<file path="src/sv/hrfw_pkg.sv">
// ----------------------------------------------------------------------------
// hrfw_pkg
// Shared types, constants and the character decoder for the hex record unit.
// ----------------------------------------------------------------------------
package hrfw_pkg;

    localparam logic [7:0]  NEWLINE        = 8'd10;
    localparam logic [5:0]  POS_COUNT_HI   = 6'd1;
    localparam logic [5:0]  POS_COUNT_LO   = 6'd2;
    localparam logic [5:0]  POS_KIND_HI    = 6'd7;
    localparam logic [5:0]  POS_KIND_LO    = 6'd8;
    localparam logic [5:0]  DATA_START     = 6'd9;
    localparam logic [5:0]  POS_MAX        = 6'd63;
    localparam logic [7:0]  KIND_DATA      = 8'h00;
    localparam int          RECORD_NIBBLES = 32;
    localparam int          RECORD_BITS    = 4 * RECORD_NIBBLES;
    localparam logic [31:0] BASE_RESET     = 32'h0801_0000;
    localparam logic [31:0] ADDR_STEP      = 32'd4;
    localparam logic [1:0]  LAST_WORD      = 2'd3;

    typedef struct packed {
        logic full;
        logic empty;
    } t_fifo_stat;

    function automatic logic [3:0] hex_value(input logic [7:0] ch);
        logic [3:0] v;
        v = 4'd0;
        if (ch inside {[8'h30:8'h39]}) begin
            v = 4'(ch - 8'h30);
        end else if (ch inside {[8'h41:8'h46]}) begin
            v = 4'(ch - 8'h37);
        end
        return v;
    endfunction

endpackage

</file>
<file path="src/sv/hrfw_front.sv">
// ----------------------------------------------------------------------------
// hrfw_front
// Line parser: tracks position in the line, captures count, type and data
// nibbles, and hands a finished data record to the queue on newline.
// ----------------------------------------------------------------------------
module hrfw_front #(
    parameter int DATA_NIBBLES = 32
) (
    input  logic                             i_clk,
    input  logic                             i_rst_n,
    input  logic                             i_accept,
    input  logic [7:0]                       i_char_code,
    output logic                             o_push,
    output logic [hrfw_pkg::RECORD_BITS-1:0] o_record
);

    localparam int STORED = (DATA_NIBBLES < hrfw_pkg::RECORD_NIBBLES) ?
                            DATA_NIBBLES : hrfw_pkg::RECORD_NIBBLES;
    localparam int IW = $clog2(STORED);

    logic [5:0]              r_pos;
    logic [7:0]              r_count;
    logic [7:0]              r_kind;
    logic [STORED-1:0][3:0]  r_nib;

    logic [3:0] d;
    logic [5:0] idx;
    logic       store;
    logic       newline;

    assign d       = hrfw_pkg::hex_value(i_char_code);
    assign idx     = r_pos - hrfw_pkg::DATA_START;
    assign newline = (i_char_code == hrfw_pkg::NEWLINE);
    assign store   = (r_pos >= hrfw_pkg::DATA_START)
                   && ({3'd0, idx} < {r_count, 1'b0})
                   && (idx < 6'(STORED));
    assign o_push  = i_accept && newline && (r_kind == hrfw_pkg::KIND_DATA);

    for (genvar j = 0; j < hrfw_pkg::RECORD_NIBBLES; j++) begin : g_rec
        if (j < STORED) begin : g_on
            assign o_record[4*j +: 4] = r_nib[j];
        end else begin : g_off
            assign o_record[4*j +: 4] = 4'd0;
        end
    end

    always_ff @(posedge i_clk) begin
        if (!i_rst_n) begin
            r_pos   <= '0;
            r_count <= '0;
            r_kind  <= '0;
            r_nib   <= '0;
        end else if (i_accept) begin
            if (newline) begin
                r_pos   <= '0;
                r_count <= '0;
                r_kind  <= '0;
                r_nib   <= '0;
            end else begin
                case (r_pos)
                    hrfw_pkg::POS_COUNT_HI: r_count <= {d, 4'd0};
                    hrfw_pkg::POS_COUNT_LO: r_count <= r_count | {4'd0, d};
                    hrfw_pkg::POS_KIND_HI:  r_kind  <= {d, 4'd0};
                    hrfw_pkg::POS_KIND_LO:  r_kind  <= r_kind | {4'd0, d};
                    default: begin
                        if (store) begin
                            r_nib[idx[IW-1:0]] <= d;
                        end
                    end
                endcase
                if (r_pos != hrfw_pkg::POS_MAX) begin
                    r_pos <= r_pos + 6'd1;
                end
            end
        end
    end

endmodule

</file>
<file path="src/sv/hrfw_fifo.sv">
// ----------------------------------------------------------------------------
// hrfw_fifo
// Two-entry record queue between the line parser and the word sequencer.
// ----------------------------------------------------------------------------
module hrfw_fifo (
    input  logic                             i_clk,
    input  logic                             i_rst_n,
    input  logic                             i_push,
    input  logic [hrfw_pkg::RECORD_BITS-1:0] i_data,
    input  logic                             i_pop,
    output logic [hrfw_pkg::RECORD_BITS-1:0] o_data,
    output hrfw_pkg::t_fifo_stat             o_stat
);

    logic [hrfw_pkg::RECORD_BITS-1:0] r_mem [2];
    logic       r_wp;
    logic       r_rp;
    logic [1:0] r_cnt;

    assign o_data       = r_mem[r_rp];
    assign o_stat.full  = (r_cnt == 2'd2);
    assign o_stat.empty = (r_cnt == 2'd0);

    always_ff @(posedge i_clk) begin
        if (i_push) begin
            r_mem[r_wp] <= i_data;
        end
    end

    always_ff @(posedge i_clk) begin
        if (!i_rst_n) begin
            r_wp  <= 1'b0;
            r_rp  <= 1'b0;
            r_cnt <= 2'd0;
        end else begin
            if (i_push) begin
                r_wp <= ~r_wp;
            end
            if (i_pop) begin
                r_rp <= ~r_rp;
            end
            case ({i_push, i_pop})
                2'b10:   r_cnt <= r_cnt + 2'd1;
                2'b01:   r_cnt <= r_cnt - 2'd1;
                default: r_cnt <= r_cnt;
            endcase
        end
    end

endmodule

</file>
<file path="src/sv/hrfw_back.sv">
// ----------------------------------------------------------------------------
// hrfw_back
// Word sequencer: slices the head record into four little-endian words,
// stamps the running flash address and drives the output register.
// ----------------------------------------------------------------------------
module hrfw_back (
    input  logic                             i_clk,
    input  logic                             i_rst_n,
    input  logic                             i_cfg_we,
    input  logic [31:0]                      i_cfg_wdata,
    input  logic [hrfw_pkg::RECORD_BITS-1:0] i_record,
    input  hrfw_pkg::t_fifo_stat             i_stat,
    output logic                             o_pop,
    output logic                             o_valid,
    input  logic                             i_ready,
    output logic [31:0]                      o_flash_address,
    output logic [31:0]                      o_data_word,
    output logic                             o_last_of_record
);

    logic [1:0]  r_k;
    logic [31:0] r_waddr;
    logic        r_valid;
    logic [31:0] r_addr;
    logic [31:0] r_data;
    logic        r_last;

    logic        load;
    logic [31:0] n_data;
    logic [4:0]  nb;

    assign load  = (!r_valid || i_ready) && !i_stat.empty;
    assign o_pop = load && (r_k == hrfw_pkg::LAST_WORD);

    always_comb begin
        n_data = '0;
        nb     = '0;
        for (int b = 0; b < 4; b++) begin
            nb = {r_k, 3'd0} + 5'(2 * b);
            n_data[8*b +: 8] = {i_record[4*nb +: 4], i_record[4*(nb + 5'd1) +: 4]};
        end
    end

    always_ff @(posedge i_clk) begin
        if (!i_rst_n) begin
            r_k     <= '0;
            r_waddr <= hrfw_pkg::BASE_RESET;
            r_valid <= 1'b0;
        end else begin
            if (load) begin
                r_k     <= r_k + 2'd1;
                r_valid <= 1'b1;
                r_addr  <= r_waddr;
                r_data  <= n_data;
                r_last  <= (r_k == hrfw_pkg::LAST_WORD);
            end else if (i_ready) begin
                r_valid <= 1'b0;
            end
            if (i_cfg_we) begin
                r_waddr <= i_cfg_wdata;
            end else if (load) begin
                r_waddr <= r_waddr + hrfw_pkg::ADDR_STEP;
            end
        end
    end

    assign o_valid          = r_valid;
    assign o_flash_address  = r_addr;
    assign o_data_word      = r_data;
    assign o_last_of_record = r_last;

endmodule

</file>
<file path="src/sv/hex_record_to_flash_words_unit.sv">
// ----------------------------------------------------------------------------
// hex_record_to_flash_words_unit
// Intel HEX text to flash program words.
// ----------------------------------------------------------------------------
// Input channel: one character per word on i_char_code (i_char_valid /
// o_char_ready). Output channel: flash address, 32-bit data word and a
// last-of-record flag (o_word_valid / i_word_ready). i_cfg_we loads the
// base address and restarts the running address from it.
// A character is taken every cycle while the two-entry record queue has
// room; fields are captured by their position in the line.
// A newline ending a type-0 record queues it; four words follow, the first
// after the record passes the queue and the output register when the
// sequencer is idle, then one per cycle while the receiver takes them. The word
// sequencer emits one word per cycle unless stalled; a record is four words.
// A receiver stall holds the output register, then fills the queue; input
// ready drops only when two records wait.
// Reset clears the line state and queue, empties the output and sets the
// running address to 0x08010000.
// ----------------------------------------------------------------------------
module hex_record_to_flash_words_unit #(
    parameter int DATA_NIBBLES = 32
) (
    input  logic        i_clk,
    input  logic        i_rst_n,
    input  logic        i_cfg_we,
    input  logic [31:0] i_cfg_wdata,
    input  logic        i_char_valid,
    output logic        o_char_ready,
    input  logic [7:0]  i_char_code,
    output logic        o_word_valid,
    input  logic        i_word_ready,
    output logic [31:0] o_flash_address,
    output logic [31:0] o_data_word,
    output logic        o_last_of_record
);

    logic                             accept;
    logic                             push;
    logic                             pop;
    logic [hrfw_pkg::RECORD_BITS-1:0] rec_in;
    logic [hrfw_pkg::RECORD_BITS-1:0] rec_head;
    hrfw_pkg::t_fifo_stat             stat;

    assign o_char_ready = !stat.full;
    assign accept       = i_char_valid && o_char_ready;

    hrfw_front #(
        .DATA_NIBBLES(DATA_NIBBLES)
    ) u_front (
        .i_clk       (i_clk),
        .i_rst_n     (i_rst_n),
        .i_accept    (accept),
        .i_char_code (i_char_code),
        .o_push      (push),
        .o_record    (rec_in)
    );

    hrfw_fifo u_fifo (
        .i_clk   (i_clk),
        .i_rst_n (i_rst_n),
        .i_push  (push),
        .i_data  (rec_in),
        .i_pop   (pop),
        .o_data  (rec_head),
        .o_stat  (stat)
    );

    hrfw_back u_back (
        .i_clk            (i_clk),
        .i_rst_n          (i_rst_n),
        .i_cfg_we         (i_cfg_we),
        .i_cfg_wdata      (i_cfg_wdata),
        .i_record         (rec_head),
        .i_stat           (stat),
        .o_pop            (pop),
        .o_valid          (o_word_valid),
        .i_ready          (i_word_ready),
        .o_flash_address  (o_flash_address),
        .o_data_word      (o_data_word),
        .o_last_of_record (o_last_of_record)
    );

endmodule

</file>
<file path="config.mk">
export PLATFORM = sky130hd
export DESIGN_NAME = hex_record_to_flash_words_unit
export DESIGN_NICKNAME = d
export VERILOG_FILES = /design/src/sv/hrfw_pkg.sv /design/src/sv/hrfw_front.sv /design/src/sv/hrfw_fifo.sv /design/src/sv/hrfw_back.sv /design/src/sv/hex_record_to_flash_words_unit.sv
export SDC_FILE = /design/constraint.sdc
export NUM_CORES = 1
export LEC_CHECK = 0
export BUFFER_PORTS_ARGS = -buffer_cell sky130_fd_sc_hd__buf_2
export CORE_UTILIZATION = 30
export CTS_BUF_LIST = sky130_fd_sc_hd__clkbuf_4
export DETAILED_ROUTE_END_ITERATION = 12
export SYNTH_ARGS = -nofsm -noshare
export SYNTH_HDL_FRONTEND = slang
export SYNTH_SLANG_ARGS = --single-unit
</file>
<file path="constraint.sdc">
create_clock -name i_clk -period 9.35 [get_ports i_clk]
set_input_delay 0.4675 -clock i_clk [delete_from_list [all_inputs] [get_ports i_clk]]
set_output_delay 0.4675 -clock i_clk [all_outputs]
set_load 0.02 [all_outputs]
</file>
==> summary.md <==
| Metric | Value |
|---|---|
| Status | `finished clean` |
| Worst Hold Slack | `0.1785 ns` |
| Worst EP arrival | `between 5 and 6 ns` |
| Final worst slack | `a little under 5 ns` |
| Routability cong. | `around 0.85` |
| Post-synthesis async set-or-reset flop share | `0%` |
| Dpl cell area | `20990 um^2` |
| Post-synth EDFFs | `321` |
| Post-synth top area cell | `edfxtp_1` |
| Effective utilization at floorplan | `between 30 and 40%` |
| CP Cell Sequence | `inv_1 -> ha_1 -> xnor2_1 -> inv_1 -> ha_1 -> a211o_1 -> a31o_1 -> a222oi_1 -> and2_1 -> buf_4 -> and3_1 -> buf_4 -> a32o_1` |
| Post-synthesis adder-cell area fraction | `less than 1%` |
| Post-cts resize count | `0` |
| Clock Latency Late Sink | `between 0.9 and 1 ns` |
| Synth Area in Compound Gates | `between 10% and 20%` |
| Least-Margin Pin Slew | `roughly 1.0 ns` |
| Post-Layout Inst Area | `around 23000 um^2` |
| DR pass1 iterations | `7` |
| Detailed Place HPWL | `28130 um` |
| Cts bufs inserted | `approximately 140` |
| CP required | `about 10 ns` |
| Sw Share | `between 20% and 30%` |
| Tcrit/Tclk final | `between 40% and 50%` |
| Seq/Total Area, Yosys | `~70%` |
| Num Clock Sinks | `511` |
| Logic gate share of total power | `around 2.7%` |
| Area of the mapped netlist | `approximately 20000 um^2` |
| Avg Inst Size Synth | `15.40 um^2` |
| Pint | `3490 uW` |
| Leak | `0.008447 uW` |
| First-pass GRT wire length | `70250 um` |
| Post-synth cell types | `65` |
| Clk pwr share | `~44%` |
| Bufs and invs on worst path | `4` |
| Fmax | `roughly 0.22 GHz` |
| Layout cells sized above 1 | `approximately 29%` |
| Avg Vias per Cell | `4.892` |
| Drc violations | `0` |
| Slowest stage delay, CP | `~0.62 ns` |
| Synth area leaders | `edfxtp_1 (49%), dfxtp_1 (19%), mux4_2 (7.4%)` |
| Critical path endpoint category | `flip-flop` |
| Synth Flop Type | `edfxtp_1` |
| Number of I/O pins | `about 110` |
| Post-synthesis mux area share | `~9.7%` |
| Post-Route Skew | `about 0.085 ns` |
| Count of max-cap constraint violations | `0` |
| Post-CTS setup buffer count | `0` |
| Worst hold path class | `in2reg` |
| NetSw | `1000 uW` |
| RSZ-0062 raised after global routing | `no` |
| Via Count | `12130` |
| Nets | `1576` |
| Synth warnings | `0` |
| CP Max Fanout | `38` |
| Worst setup SP type | `flip-flop` |
| Setup tns final | `0 ns` |
| Std-Cell Rows | `93` |
| Max VDD drop | `0.00008006 V` |
| CTS root buffer | `clkbuf_4` |
| Routed Antenna Nets | `0` |
| Worst rel slew slack | `33.03%` |
| Sequential share of power | `between 50% and 60%` |
| Vias in the first global route | `12490` |
| Die width | `about 260 um` |
| Port buffer count | `around 110` |
| DRT iter0 DRCs | `~860` |
| Die area | `roughly 66000 um^2` |
| Drt wl/cell | `approximately 18 um` |
| Worst path top cell family by delay | `compound AO/OA/AOI/OAI gates` |
| Slew Limit Fails | `0` |
| Clock buffer depth | `3` |
| Synth Area in XOR/XNOR | `under 10%` |
| Top-area cell type share of the netlist area | `slightly below 50%` |
| Gr ovfl total | `0` |
| Synth Register Bits | `between 500 and 600` |
| Gr usage total | `between 10 and 15%` |
| Largest family of logic cells by synthesized area | `compound AO/OA/AOI/OAI gates` |
| Fin crit period | `4.471 ns` |
| Area grow syn2layout | `18.84%` |
| Core area | `~64000 um^2` |
| CP max-delay cell | `and3_1` |
| CTS tree | `yes` |
| Overall Power | `between 4000 and 5000 uW` |
| Pwr dens | `193.5 nW/um^2` |
| CTS H-tree lvls | `4` |
| Wirelength, routed | `approximately 45000 um` |
| Post-Syn Nets | `about 1300` |
| CP Class | `reg2reg` |
| Mapped Cells | `approximately 1300` |
| Simple-gate share of the synthesized area | `around 6.4%` |
| Antenna violations before repair | `2` |
| Endpoints failing setup | `0` |
| Largest net degree at the start of global routing | `59` |
| Worst-path clk slew | `~0.060 ns` |
| Post-place setup slack | `between 4 and 5 ns` |
| Final Hold Fails | `0` |
| Die span in y | `between 200 and 300 um` |
timing repair:
item,in CTS,in global routing
hold buffers,44,0
hold endpoints to repair,38,0
setup endpoints to repair,0,0
sequential cells by signal, indices dropped and copies added, names as in the netlist, named ones only:
name / cells
u_back.r_k: 2
u_back.o_valid: 1
u_fifo.r_wp: 1
u_back.o_last_of_record: 1
u_front.r_count: 8
u_fifo.r_cnt: 2
u_front.o_record: 128
u_back.r_waddr: 32
u_fifo.r_rp: 1
u_front.r_pos: 6
u_front.r_kind: 8
u_fifo.r_mem: 256
u_back.o_data_word: 32
u_back.o_flash_address: 32
power groups by stage:
stage          registers, uW  logic (uW)  clock network [uW]
2_1_floorplan           2440        66.4                   0
3_3_place_gp            2440         103                   0
3_5_place_dp            2440         104                   0
4_1_cts                 2390         120                2050
5_1_grt                 2390         132                2170
6_report                2390         122                1980
cell usage after synthesis (9+ instances only):
cell and n:
xor2_1 23, a22o_1 74, o22ai_1 11, buf_2 15, nor2_1 94, clkbuf_1 34
mux4_2 64, edfxtp_1 321, nand3_1 30, nor3_1 11, o2bb2ai_1 9, and3_1 9
xnor2_1 19, a21oi_1 32, mux2_2 33, inv_1 17, a32o_1 38, ha_1 15
buf_6 12, and2_1 9, dfxtp_1 190, nand4_1 11, nand2_1 59, a31oi_1 16
o21ai_0 27
per-layer routing:
layer  GRT usage [%]  wire, um  up-vias  part of all wire, %
met5               0        17        -                0.038
met4           6.515      1349        2                  3.0
met3           3.901      2781      101                  6.2
met2           22.02     21850      387                   48
met1           17.26     19200     6055                   42
li1                -         -     5583                    -
worst paths after layout:
check,from,slack (ns),cells after the start,end
setup reg to reg,u_front.r_pos[0],4.88,13,u_front.o_record[1]
setup / recovery,u_front.r_pos[0],4.88,13,u_front.o_record[1]
hold / removal,i_rst_n,0.18,2,u_back.r_waddr[16]
hold reg to reg,u_back.r_waddr[1],0.44,0,u_back.o_flash_address[1]
cell type report:
cell class,instances,area (um^2)
clock inverters,39,239.0
flip-flops and latches,511,13450
clock buffers,205,1539
fillers,6151,41140
inverters,18,67.56
multi-input cells,674,5688
diodes,1,2.502
repair buffers,176,1154
well taps,855,1070
cell usage in the layout (no fill, tap or decap), drive strengths merged, types with 11 or more instances in the layout:
cell type / n
mux2: 33
dlygate4sd3: 44
a32o: 38
a22o: 74
clkinv: 29
a31oi: 18
ha: 15
dfxtp: 190
xnor2: 19
edfxtp: 321
clkbuf: 205
nand2: 60
xor2: 23
mux4: 64
nand4: 11
nor3: 11
buf: 132
inv: 24
o21ai: 27
o22ai: 11
a21oi: 33
nor2: 94
nand3: 30
stage by stage:
| stage | instances | util [%] |
|---|---|---|
| 5_1_grt | 2479 | 36.07 |
| 4_1_cts | 2478 | 36.06 |
| 6_report | 2479 | 36.07 |
| 3_5_place_dp | 2190 | 32.62 |
| 2_1_floorplan | 1268 | - |
| 3_3_place_gp | 2190 | 32.62 |
kinds of logic (layout without fill, tap and decap cells):
kind of cell	count (synthesis)	in the layout
AO/OA/AOI/OAI	250	250
adder cells (fa/ha/maj)	15	15
other	0	1
buffers and inverters	83	438
XOR/XNOR	42	42
multiplexers	105	105
flip-flops	511	511
AND/OR/NAND/NOR	262	262
No activity file was read; power rests on OpenSTA's default activity.
